==> config.mk <==
export PLATFORM = sky130hd
export DESIGN_NAME = ansi_text_console_parser_unit
export DESIGN_NICKNAME = d
export VERILOG_FILES = /design/src/rtl/ansi_tcp_pkg.sv /design/src/rtl/ansi_tcp_fifo.sv /design/src/rtl/ansi_tcp_core.sv /design/src/rtl/ansi_text_console_parser_unit.sv
export SDC_FILE = /design/constraint.sdc
export NUM_CORES = 1
export LEC_CHECK = 0
export ABC_AREA = 1
export BUFFER_PORTS_ARGS = -buffer_cell sky130_fd_sc_hd__buf_2
export CAP_MARGIN = 20
export CORE_ASPECT_RATIO = 1.25
export CORE_MARGIN = 2
export CORE_UTILIZATION = 26
export DETAILED_ROUTE_END_ITERATION = 8
export GPL_TIMING_DRIVEN = 0
export PLACE_DENSITY = 0.39
export SLEW_MARGIN = 30
export SYNTH_ARGS = -nofsm -noshare
export SYNTH_HDL_FRONTEND = slang
export SYNTH_SLANG_ARGS = --single-unit
==> constraint.sdc <==
create_clock -name clk -period 3.4 [get_ports clk]
set_input_delay 0.68 -clock clk [delete_from_list [all_inputs] [get_ports clk]]
set_output_delay 0.68 -clock clk [all_outputs]
set_load 0.03 [all_outputs]
==> src/rtl/ansi_tcp_pkg.sv <==
// Shared types, codes and constants of the ANSI text console parser.
`default_nettype none

package ansi_tcp_pkg;

  // Default geometry, in pixels
  localparam int TAB_WIDTH_DEF   = 32;
  localparam int LINE_HEIGHT_DEF = 16;
  localparam int GLYPH_WIDTH_DEF = 8;

  // Coordinate width and saturation value
  localparam int          XY_W      = 12;
  localparam logic [11:0] COORD_MAX = 12'hFFF;

  // Configuration register indexes and reset values
  localparam logic        CFG_SCREEN_WIDTH = 1'b0;
  localparam logic        CFG_LINE_COUNT   = 1'b1;
  localparam logic [11:0] SCREEN_WIDTH_RST = 12'd800;
  localparam logic [7:0]  LINE_COUNT_RST   = 8'd37;

  // Control and command bytes
  localparam logic [7:0] CH_NUL      = 8'h00;
  localparam logic [7:0] CH_BEL      = 8'h07;
  localparam logic [7:0] CH_TAB      = 8'h09;
  localparam logic [7:0] CH_LF       = 8'h0A;
  localparam logic [7:0] CH_FF       = 8'h0C;
  localparam logic [7:0] CH_CR       = 8'h0D;
  localparam logic [7:0] CH_ESC      = 8'h1B;
  localparam logic [7:0] CH_LBRACKET = 8'h5B;
  localparam logic [7:0] CH_ZERO     = 8'h30;
  localparam logic [7:0] CH_NINE     = 8'h39;
  localparam logic [7:0] CH_CMD_K    = 8'h4B;
  localparam logic [7:0] CH_CMD_G    = 8'h47;
  localparam logic [7:0] CH_CMD_M    = 8'h6D;

  // Attribute codes of the m command
  localparam logic [6:0] SGR_RESET         = 7'd0;
  localparam logic [6:0] SGR_BOLD          = 7'd1;
  localparam logic [6:0] SGR_UNDERLINE     = 7'd4;
  localparam logic [6:0] SGR_REVERSE       = 7'd7;
  localparam logic [6:0] SGR_BOLD_OFF      = 7'd21;
  localparam logic [6:0] SGR_UNDERLINE_OFF = 7'd24;
  localparam logic [6:0] SGR_REVERSE_OFF   = 7'd27;
  localparam logic [6:0] SGR_FG_FIRST      = 7'd30;
  localparam logic [6:0] SGR_FG_LAST       = 7'd37;
  localparam logic [6:0] SGR_BG_FIRST      = 7'd40;
  localparam logic [6:0] SGR_BG_LAST       = 7'd47;

  localparam logic [3:0] COLOR_FG_RST = 4'd0;
  localparam logic [3:0] COLOR_BG_RST = 4'd15;

  // Result queue depth
  localparam int RES_DEPTH = 4;
  localparam int RES_AW    = $clog2(RES_DEPTH);

  typedef enum logic [1:0] {
    PH_TEXT,
    PH_ESC,
    PH_BRACKET,
    PH_DIGITS
  } phase_t;

  typedef enum logic [2:0] {
    ACT_NONE   = 3'd0,
    ACT_GLYPH  = 3'd1,
    ACT_CLREOL = 3'd2,
    ACT_CLS    = 3'd3,
    ACT_SCROLL = 3'd4,
    ACT_BEEP   = 3'd5
  } act_t;

  typedef struct packed {
    act_t        act;
    logic [11:0] pos_x;
    logic [11:0] pos_y;
    logic [7:0]  glyph;
    logic [3:0]  fore;
    logic [3:0]  back;
    logic        bold;
    logic        underline;
    logic        last;
  } res_t;

  // Up to two results per byte travel to the queue together
  typedef struct packed {
    logic [1:0] n;
    res_t       r0;
    res_t       r1;
  } push_t;

  // ANSI colour number to VGA colour order
  function automatic logic [3:0] ansi_to_vga(input logic [2:0] a);
    logic [3:0] v;
    case (a)
      3'd0: v = 4'd0;
      3'd1: v = 4'd4;
      3'd2: v = 4'd2;
      3'd3: v = 4'd6;
      3'd4: v = 4'd1;
      3'd5: v = 4'd5;
      3'd6: v = 4'd3;
      3'd7: v = 4'd7;
      default: v = 4'd0;
    endcase
    return v;
  endfunction

endpackage

`default_nettype wire

==> src/rtl/ansi_tcp_fifo.sv <==
// Result queue: takes up to two results a cycle, hands out one a cycle while not stalled.
`default_nettype none

module ansi_tcp_fifo
  import ansi_tcp_pkg::*;
(
  input  wire logic  clk,
  input  wire logic  rst_n,
  input  wire push_t push,
  output logic       room,
  output res_t       head,
  output logic       head_valid,
  input  wire logic  head_stall
);

  res_t              mem_r [RES_DEPTH];
  logic [RES_AW-1:0] wr_ptr_r, wr_ptr_nxt;
  logic [RES_AW-1:0] rd_ptr_r, rd_ptr_nxt;
  logic [RES_AW:0]   count_r, count_nxt;
  logic              pop;

  // Status towards both sides
  assign head_valid = (count_r != '0);
  assign head       = mem_r[rd_ptr_r];
  assign room       = (count_r <= (RES_AW + 1)'(RES_DEPTH - 2));
  assign pop        = head_valid && !head_stall;

  // Advance pointers and fill level
  always_comb begin
    wr_ptr_nxt = wr_ptr_r + RES_AW'(push.n);
    rd_ptr_nxt = pop ? rd_ptr_r + RES_AW'(1) : rd_ptr_r;
    count_nxt  = count_r + (RES_AW + 1)'(push.n) - (RES_AW + 1)'(pop);
  end

  always_ff @(posedge clk) begin
    if (!rst_n) begin
      wr_ptr_r <= '0;
      rd_ptr_r <= '0;
      count_r  <= '0;
    end else begin
      wr_ptr_r <= wr_ptr_nxt;
      rd_ptr_r <= rd_ptr_nxt;
      count_r  <= count_nxt;
    end
  end

  // Store the results of one byte in order
  always_ff @(posedge clk) begin
    if (push.n != 2'd0) begin
      mem_r[wr_ptr_r] <= push.r0;
    end
    if (push.n == 2'd2) begin
      mem_r[wr_ptr_r + RES_AW'(1)] <= push.r1;
    end
  end

endmodule

`default_nettype wire

==> src/rtl/ansi_tcp_core.sv <==
// Input register, console state and per-byte command decoding.
`default_nettype none

module ansi_tcp_core
  import ansi_tcp_pkg::*;
#(
  parameter int TAB_WIDTH   = TAB_WIDTH_DEF,
  parameter int LINE_HEIGHT = LINE_HEIGHT_DEF,
  parameter int GLYPH_WIDTH = GLYPH_WIDTH_DEF
) (
  input  wire logic        clk,
  input  wire logic        rst_n,
  input  wire logic        cfg_we,
  input  wire logic        cfg_index,
  input  wire logic [11:0] cfg_data,
  input  wire logic        in_valid,
  output logic             in_stall,
  input  wire logic [7:0]  in_char_in,
  input  wire logic        room,
  output push_t            push
);

  // Tab stop by reciprocal multiplication; exact for 12-bit columns
  localparam int TAB_SHIFT = 21;
  localparam int TAB_RECIP = ((1 << TAB_SHIFT) + TAB_WIDTH - 1) / TAB_WIDTH;
  localparam int TAB_PW    = TAB_SHIFT + XY_W;

  // Configuration
  logic [11:0] sw_r;
  logic [7:0]  lc_r;

  // Input stage
  logic        hold_r;
  logic [7:0]  char_r;
  logic        process;

  // Console state
  phase_t      phase_r, phase_nxt;
  logic [6:0]  num_r, num_nxt;
  logic        two_r, two_nxt;
  logic [11:0] cx_r, cx_nxt;
  logic [11:0] cy_r, cy_nxt;
  logic        bold_r, bold_nxt;
  logic        ul_r, ul_nxt;
  logic        rev_r, rev_nxt;
  logic [3:0]  fg_r, fg_nxt;
  logic [3:0]  bg_r, bg_nxt;

  // Tab unit
  logic              tab_pend_r;
  logic [11:0]       tab_q_r;
  logic [TAB_PW-1:0] tab_prod;
  logic [21:0]       tab_stop;
  logic [11:0]       tab_x;
  logic              tab_go;

  // Decode
  logic        digit;
  logic [3:0]  dig;
  logic        text_go;
  logic        cmd_go;
  logic [6:0]  cmd_val;
  logic [6:0]  fg_idx, bg_idx;

  // Line and glyph geometry
  logic [7:0]  lc_less;
  logic [13:0] nl_lim;
  logic        nl_adv;
  logic [11:0] cy_down;
  logic        wrap;
  logic [11:0] gx;
  logic [12:0] gx_sum;

  // Results
  res_t        r0, r1;
  logic [1:0]  n;
  res_t        glyph_res;

  assign process  = hold_r && room && !tab_pend_r;
  assign in_stall = hold_r && !process;

  assign digit = (char_r inside {[CH_ZERO:CH_NINE]});
  assign dig   = 4'(char_r - CH_ZERO);

  // Tab quotient now, stop position in the next cycle
  assign tab_prod = TAB_PW'(cx_r) * TAB_PW'(TAB_RECIP);
  assign tab_stop = 22'({1'b0, tab_q_r} + 13'd1) * 22'(TAB_WIDTH);
  assign tab_x    = (tab_stop > 22'(COORD_MAX)) ? COORD_MAX : tab_stop[11:0];

  // New line: advance unless on the last row or past the coordinate range
  assign lc_less = lc_r - 8'd1;
  assign nl_lim  = 14'(lc_less) * 14'(LINE_HEIGHT);
  assign nl_adv  = (lc_r != 8'd0) && ({2'b00, cy_r} < nl_lim) &&
                   (({1'b0, cy_r} + 13'(LINE_HEIGHT)) <= 13'(COORD_MAX));
  assign cy_down = cy_r + 12'(LINE_HEIGHT);

  // Wrap before the right edge, then draw at the line start
  assign wrap   = ({1'b0, cx_r} + 13'(GLYPH_WIDTH)) >= {1'b0, sw_r};
  assign gx     = wrap ? 12'd0 : cx_r;
  assign gx_sum = {1'b0, gx} + 13'(GLYPH_WIDTH);

  assign fg_idx = cmd_val - SGR_FG_FIRST;
  assign bg_idx = cmd_val - SGR_BG_FIRST;

  // Parse phase transitions and escape number
  always_comb begin
    phase_nxt = phase_r;
    num_nxt   = num_r;
    two_nxt   = two_r;
    text_go   = 1'b0;
    cmd_go    = 1'b0;
    cmd_val   = '0;
    if (char_r != CH_NUL) begin
      case (phase_r)
        PH_ESC: begin
          if (char_r == CH_LBRACKET) begin
            phase_nxt = PH_BRACKET;
            num_nxt   = '0;
            two_nxt   = 1'b0;
          end else begin
            phase_nxt = PH_TEXT;
            text_go   = 1'b1;
          end
        end
        PH_BRACKET: begin
          if (digit) begin
            phase_nxt = PH_DIGITS;
            num_nxt   = 7'(dig);
            two_nxt   = 1'b0;
          end else begin
            phase_nxt = PH_TEXT;
            cmd_go    = 1'b1;
          end
        end
        PH_DIGITS: begin
          if (digit && !two_r) begin
            num_nxt = 7'(num_r * 7'd10 + 7'(dig));
            two_nxt = 1'b1;
          end else begin
            phase_nxt = PH_TEXT;
            cmd_go    = 1'b1;
            cmd_val   = num_r;
          end
        end
        default: begin
          text_go = 1'b1;
        end
      endcase
      if (text_go && char_r == CH_ESC) begin
        phase_nxt = PH_ESC;
      end
    end
  end

  // Cursor, attributes and results of one byte
  always_comb begin
    cx_nxt   = cx_r;
    cy_nxt   = cy_r;
    bold_nxt = bold_r;
    ul_nxt   = ul_r;
    rev_nxt  = rev_r;
    fg_nxt   = fg_r;
    bg_nxt   = bg_r;
    tab_go   = 1'b0;
    r0       = '0;
    r1       = '0;
    n        = 2'd0;

    glyph_res           = '0;
    glyph_res.act       = ACT_GLYPH;
    glyph_res.pos_x     = gx;
    glyph_res.pos_y     = (wrap && nl_adv) ? cy_down : cy_r;
    glyph_res.glyph     = char_r;
    glyph_res.fore      = rev_r ? bg_r : fg_r;
    glyph_res.back      = rev_r ? fg_r : bg_r;
    glyph_res.bold      = bold_r;
    glyph_res.underline = ul_r;

    if (text_go) begin
      case (char_r)
        CH_BEL: begin
          r0.act = ACT_BEEP;
          n      = 2'd1;
        end
        CH_TAB: begin
          tab_go = 1'b1;
        end
        CH_FF: begin
          cx_nxt = '0;
          cy_nxt = '0;
          r0.act = ACT_CLS;
          n      = 2'd1;
        end
        CH_ESC: begin
        end
        CH_LF: begin
          cx_nxt = '0;
          if (nl_adv) begin
            cy_nxt = cy_down;
          end else begin
            r0.act   = ACT_SCROLL;
            r0.pos_y = cy_r;
            n        = 2'd1;
          end
        end
        CH_CR: begin
          cx_nxt   = '0;
          r0.act   = ACT_CLREOL;
          r0.pos_y = cy_r;
          n        = 2'd1;
        end
        default: begin
          cx_nxt = (gx_sum > 13'(COORD_MAX)) ? COORD_MAX : gx_sum[11:0];
          if (wrap) begin
            cy_nxt = glyph_res.pos_y;
          end
          if (wrap && !nl_adv) begin
            r0.act   = ACT_SCROLL;
            r0.pos_y = cy_r;
            r1       = glyph_res;
            n        = 2'd2;
          end else begin
            r0 = glyph_res;
            n  = 2'd1;
          end
        end
      endcase
    end else if (cmd_go) begin
      case (char_r)
        CH_CMD_K: begin
          r0.act   = ACT_CLREOL;
          r0.pos_x = cx_r;
          r0.pos_y = cy_r;
          n        = 2'd1;
        end
        CH_CMD_G: begin
          cx_nxt = 12'({5'b0, cmd_val} * 12'(GLYPH_WIDTH));
        end
        CH_CMD_M: begin
          if (cmd_val == SGR_RESET) begin
            bold_nxt = 1'b0;
            ul_nxt   = 1'b0;
            rev_nxt  = 1'b0;
            fg_nxt   = COLOR_FG_RST;
            bg_nxt   = COLOR_BG_RST;
          end else if (cmd_val == SGR_BOLD) begin
            bold_nxt = 1'b1;
          end else if (cmd_val == SGR_UNDERLINE) begin
            ul_nxt = 1'b1;
          end else if (cmd_val == SGR_REVERSE) begin
            rev_nxt = 1'b1;
          end else if (cmd_val == SGR_BOLD_OFF) begin
            bold_nxt = 1'b0;
          end else if (cmd_val == SGR_UNDERLINE_OFF) begin
            ul_nxt = 1'b0;
          end else if (cmd_val == SGR_REVERSE_OFF) begin
            rev_nxt = 1'b0;
          end else if (cmd_val inside {[SGR_FG_FIRST:SGR_FG_LAST]}) begin
            fg_nxt = ansi_to_vga(fg_idx[2:0]);
          end else if (cmd_val inside {[SGR_BG_FIRST:SGR_BG_LAST]}) begin
            bg_nxt = ansi_to_vga(bg_idx[2:0]);
          end
        end
        default: begin
        end
      endcase
    end

    // A byte with no visible effect still yields one empty result
    if (n == 2'd0) begin
      r0.act = ACT_NONE;
      n      = 2'd1;
    end
    if (n == 2'd2) begin
      r1.last = 1'b1;
    end else begin
      r0.last = 1'b1;
    end
  end

  assign push.n  = process ? n : 2'd0;
  assign push.r0 = r0;
  assign push.r1 = r1;

  // Control and console state
  always_ff @(posedge clk) begin
    if (!rst_n) begin
      sw_r       <= SCREEN_WIDTH_RST;
      lc_r       <= LINE_COUNT_RST;
      hold_r     <= 1'b0;
      tab_pend_r <= 1'b0;
      phase_r    <= PH_TEXT;
      num_r      <= '0;
      two_r      <= 1'b0;
      cx_r       <= '0;
      cy_r       <= '0;
      bold_r     <= 1'b0;
      ul_r       <= 1'b0;
      rev_r      <= 1'b0;
      fg_r       <= COLOR_FG_RST;
      bg_r       <= COLOR_BG_RST;
    end else begin
      if (cfg_we) begin
        case (cfg_index)
          CFG_SCREEN_WIDTH: sw_r <= cfg_data;
          CFG_LINE_COUNT:   lc_r <= cfg_data[7:0];
          default: begin
          end
        endcase
      end
      if (in_valid && !in_stall) begin
        hold_r <= 1'b1;
      end else if (process) begin
        hold_r <= 1'b0;
      end
      tab_pend_r <= process && tab_go;
      if (process) begin
        phase_r <= phase_nxt;
        num_r   <= num_nxt;
        two_r   <= two_nxt;
        cx_r    <= cx_nxt;
        cy_r    <= cy_nxt;
        bold_r  <= bold_nxt;
        ul_r    <= ul_nxt;
        rev_r   <= rev_nxt;
        fg_r    <= fg_nxt;
        bg_r    <= bg_nxt;
      end else if (tab_pend_r) begin
        cx_r <= tab_x;
      end
    end
  end

  // Hold the input byte and the tab quotient
  always_ff @(posedge clk) begin
    if (in_valid && !in_stall) begin
      char_r <= in_char_in;
    end
    if (process && tab_go) begin
      tab_q_r <= tab_prod[TAB_PW-1:TAB_SHIFT];
    end
  end

endmodule

`default_nettype wire

==> src/rtl/ansi_text_console_parser_unit.sv <==
// ANSI text console parser: turns a byte stream into console drawing commands.
//
// Input channel: one text byte per transaction on in_valid / in_stall.
// Result channel: drawing commands on out_valid / out_stall; each byte gives
// one or two results, the final one marked by out_last.
// Configuration: cfg_we with cfg_index 0 writes the screen width in pixels,
// index 1 the number of text rows; write only while the block is idle.
// Path: a taken byte is held in the input register and its results are then
// written into the result queue, whose head drives the result ports.
// Throughput: one byte per cycle while the queue has room; a tab holds the
// state update unit while the stop is computed (quotient multiply, then stop
// multiply), and a wrap that scrolls puts two results on the result channel.
// A four-entry result queue parts the two sides; input is held while fewer
// than two entries are free, so a stalled receiver fills the queue and then
// stalls the sender without losing anything.
// Reset (rst_n low, synchronous) empties the queue, homes the cursor, clears
// the attributes to black on white and restores the default geometry.
`default_nettype none

module ansi_text_console_parser_unit
  import ansi_tcp_pkg::*;
#(
  parameter int TAB_WIDTH   = TAB_WIDTH_DEF,
  parameter int LINE_HEIGHT = LINE_HEIGHT_DEF,
  parameter int GLYPH_WIDTH = GLYPH_WIDTH_DEF
) (
  input  wire logic        clk,
  input  wire logic        rst_n,
  input  wire logic        cfg_we,
  input  wire logic        cfg_index,
  input  wire logic [11:0] cfg_data,
  input  wire logic        in_valid,
  output logic             in_stall,
  input  wire logic [7:0]  in_char_in,
  output logic             out_valid,
  input  wire logic        out_stall,
  output logic [2:0]       out_action,
  output logic [11:0]      out_pos_x,
  output logic [11:0]      out_pos_y,
  output logic [7:0]       out_glyph,
  output logic [3:0]       out_fore,
  output logic [3:0]       out_back,
  output logic             out_bold,
  output logic             out_underline,
  output logic             out_last
);

  push_t push;
  logic  room;
  res_t  head;

  ansi_tcp_core #(
    .TAB_WIDTH   (TAB_WIDTH),
    .LINE_HEIGHT (LINE_HEIGHT),
    .GLYPH_WIDTH (GLYPH_WIDTH)
  ) u_core (
    .clk        (clk),
    .rst_n      (rst_n),
    .cfg_we     (cfg_we),
    .cfg_index  (cfg_index),
    .cfg_data   (cfg_data),
    .in_valid   (in_valid),
    .in_stall   (in_stall),
    .in_char_in (in_char_in),
    .room       (room),
    .push       (push)
  );

  ansi_tcp_fifo u_fifo (
    .clk        (clk),
    .rst_n      (rst_n),
    .push       (push),
    .room       (room),
    .head       (head),
    .head_valid (out_valid),
    .head_stall (out_stall)
  );

  // Unpack the queue head onto the result ports
  assign out_action    = head.act;
  assign out_pos_x     = head.pos_x;
  assign out_pos_y     = head.pos_y;
  assign out_glyph     = head.glyph;
  assign out_fore      = head.fore;
  assign out_back      = head.back;
  assign out_bold      = head.bold;
  assign out_underline = head.underline;
  assign out_last      = head.last;

endmodule

`default_nettype wire
==> impl_metrics.tcl <==
set metrics [dict create \
    status "completed" \
    cts.hold.buffers_added 0 \
    period_share_pct 98.5 \
    drive_gt1_share_pct 19.7 \
    synth_common_cells "279 x nand2_1, 255 x nor2_1, 179 x edfxtp_1" \
    yosys_warnings 0 \
    r2r_cells 25 \
    synthCells 1575 \
    clock_latency_ps 560 \
    dr_total_vias 11230 \
    r2r_slack_ps 50 \
    yosys.cell_count.top_type "nand2_1" \
    die-area_um2 53700 \
    power_density_nw_per_um2 617 \
    use_met1_pct 21.3 \
    setup_violations 0 \
    dpl_cell_area_um2 14700 \
    routabilityCongestion 0.810 \
    critPathLaunch "u_core.cx_r[3]" \
    period_minus_slack_ps 3350 \
    yosys.area.top_type_share_pct 39.9 \
    yosysSeqAreaShare_pct 51.6 \
    r2r_end "u_core.cx_r[4]" \
    required_ps 3880 \
    crit_path_max_incr_delay_ps 380 \
    fmaxAchievable_mhz 299 \
    r2r_start "u_core.cx_r[3]" \
    path_class "flop to flop" \
    top_usage_layer "met2" \
    dr.pass1.iters 5 \
    final_cell_area_um2 16400 \
    grt_pass1_wl_mm 69.8 \
    power_mw 10.1 \
    avgSynthCellArea_um2 8.56 \
    final_max_slew_viol_count 0 \
    drc 0 \
    cp-start-kind "flop" \
    antenna_found_initial 0 \
    critical-path-top-delay-family "simple AND/OR/NAND/NOR gates" \
    end_kind "flop" \
    cts_buffer_depth 3 \
    yosys-top-cells-area "edfxtp_1 40%, dfxtp_1 12%, nand2_1 7.8%" \
    cp_max_fo 5 \
    synth_cell_types 44 \
    hpwl_mm 32.2 \
    root_buffer "clkbuf_16" \
    drv_cap 0 \
    crit_arrival_ps 3830 \
    wl_per_cell_um 19.1 \
    final_hold_viol_count 0 \
    synthMuxAreaShare_pct 0.149 \
    synth-simple-area-share_pct 23.4 \
    synth_top_family_by_area "simple AND/OR/NAND/NOR gates" \
    nets 1780 \
    die_height_um 259 \
    die_w_um 208 \
    drtIter0Drc 690 \
    wirelength_mm 45.7 \
    async_flop_share_pct 0 \
    crit_path_top_delay_cell "dfxtp_4" \
    core_um2 51300 \
    relSlewSlack_pct 24.5 \
    yosys.area.top_type "edfxtp_1" \
    grt_max_degree 42 \
    syn2layout_area_growth_pct 21.5 \
    synth-adder-area-share_pct 3.97 \
    skew_ps 19.8 \
    post-place-ws_ps -752 \
    synth-main-ff-cell "edfxtp_1" \
    worstMarginPinSlew_ps 1130 \
    via_per_inst 4.68 \
    synth_edf_count 179 \
    cts.clk_slew.worst_paths_ps 60 \
    hp-class "input port to flop" \
    met3_usage_pct 1.66 \
    endpoint "u_core.cx_r[4]" \
    cp.depth 25 \
    port_buffers 72 \
    grt_pass1_vias 11553 \
    grt_overflow 0 \
    synth_compound_area_share_pct 12.4 \
    setup_slack_ps 50.7 \
    start_util_pct 26.3 \
    grt_use_total_pct 16.7 \
    crit_buf_inv 2 \
    cts_num_sinks 258 \
    p_leak_nw 6.41 \
    synth_xor_area_share_pct 1.82 \
    num_io_pins 74 \
    cts_tree "done" \
    htreeDepth 1 \
    synth.cell_area_um2 13500 \
    ir_drop_v 0.000313 \
    whs_ps 297 \
    postRouteAntennaNets 0 \
    cts_made_buffers 29 \
    rows 93 \
    grt_use_met2_pct 30.7 \
    rsz0062_at_grt "yes" \
    antenna_cells 0 \
    synth-seq-cells 258 \
]
==> metrics by stage <==
stage | utilization, % | TNS [ps] | std cells
finish | 31.9 | 0 | 2400
global route | 31.9 | -896 | 2400
CTS | 31.0 | 0 | 2378
detailed placement | 28.7 | -184790 | 2315
global placement | 28.6 | -257000 | 2315
floorplan | - | 0 | 1578
==> worst min-delay path by stage <==
stage | cells after the start | slack, ps | startpoint | to
final | 1 | 300 | in_char_in[1] | u_core.char_r[1]
after global routing | 1 | 270 | in_char_in[1] | u_core.char_r[1]
after CTS | 1 | 260 | in_char_in[6] | u_core.char_r[6]
after detailed placement | 0 | 420 | u_core.cx_r[5] | u_core.tab_q_r[0]
after global placement | 0 | 410 | u_core.cx_r[5] | u_core.tab_q_r[0]
after floorplan | 0 | 400 | u_core.cx_r[5] | u_core.tab_q_r[0]
==> worst reg2reg max path: stages (launching register included) <==
cell,delay [ps]
dfxtp_4,380
buf_4,130
nand3_4,80
nor2_4,180
nand3_2,90
xor2_1,180
inv_1,120
ha_4,230
a21oi_2,150
nor2_2,50
nor2_2,180
nand2_4,110
nor2_4,120
ha_4,130
nand2_2,50
nor3_2,130
o21ai_1,100
nor2_1,130
nand3_1,90
nor2_1,110
nand2_1,60
nor2_1,90
nand3_1,110
nand2_1,90
nand2_1,60
a21oi_2,130
==> registers in the layout (all words and copies together), names as in the netlist, 2 cells and up, named ones only <==
name,count
u_core.bg_r,4
u_core.char_r,8
u_core.cx_r,12
u_core.cy_r,8
u_core.fg_r,3
u_core.lc_r,8
u_core.num_r,7
u_core.phase_r,2
u_core.sw_r,12
u_core.tab_q_r,7
u_fifo.count_r,3
u_fifo.mem_r,172
u_fifo.rd_ptr_r,2
u_fifo.wr_ptr_r,2
==> cells by family after synthesis <==
logic type,count (synthesis)
buffers and inverters,223
adder cells (fa/ha/maj),41
XOR/XNOR,28
AO/OA/AOI/OAI,303
multiplexers,2
flip-flops,258
other,1
AND/OR/NAND/NOR,719
==> where the power goes <==
group / internal [mW] / switching [mW] / leakage [nW] / total, mW
registers: 3.63 / 0.164 / 2.27 / 3.79
logic: 0.901 / 2.30 / 3.70 / 3.20
clock network: 1.78 / 1.34 / 0.448 / 3.11
total: 6.30 / 3.80 / 6.41 / 10.1
==> area by class of cell <==
cell class / count / area [um^2]
inverters: 157 / 641
well taps: 665 / 832
plain buffers: 65 / 332
repair buffers: 101 / 591
flip-flops and latches: 258 / 6970
multi-input cells: 1101 / 6080
fillers: 5437 / 34900
clock inverters: 17 / 140
clock buffers: 36 / 782
==> timing repair <==
action,CTS,global route
setup buffers,11,18
gates cloned,0,4
resized for setup,52,86
pin swaps,9,25
endpoints found under the setup margin,382,262
==> metal layers <==
layer	share of wire [%]	up-vias
met5	0	-
met4	1.5	0
met3	3.4	38
met2	52	200
met1	43	5392
li1	-	5600
==> cell usage in the layout (no fill, tap or decap), types with 44 or more instances in the layout <==
master / count
a21oi_1: 46
buf_2: 78
dfxtp_1: 73
edfxtp_1: 179
inv_1: 117
nand2_1: 269
nand3_1: 78
nor2_1: 243
nor2_2: 48
o21ai_0: 155
o22ai_1: 44
Power figures use the tool's default switching activity.
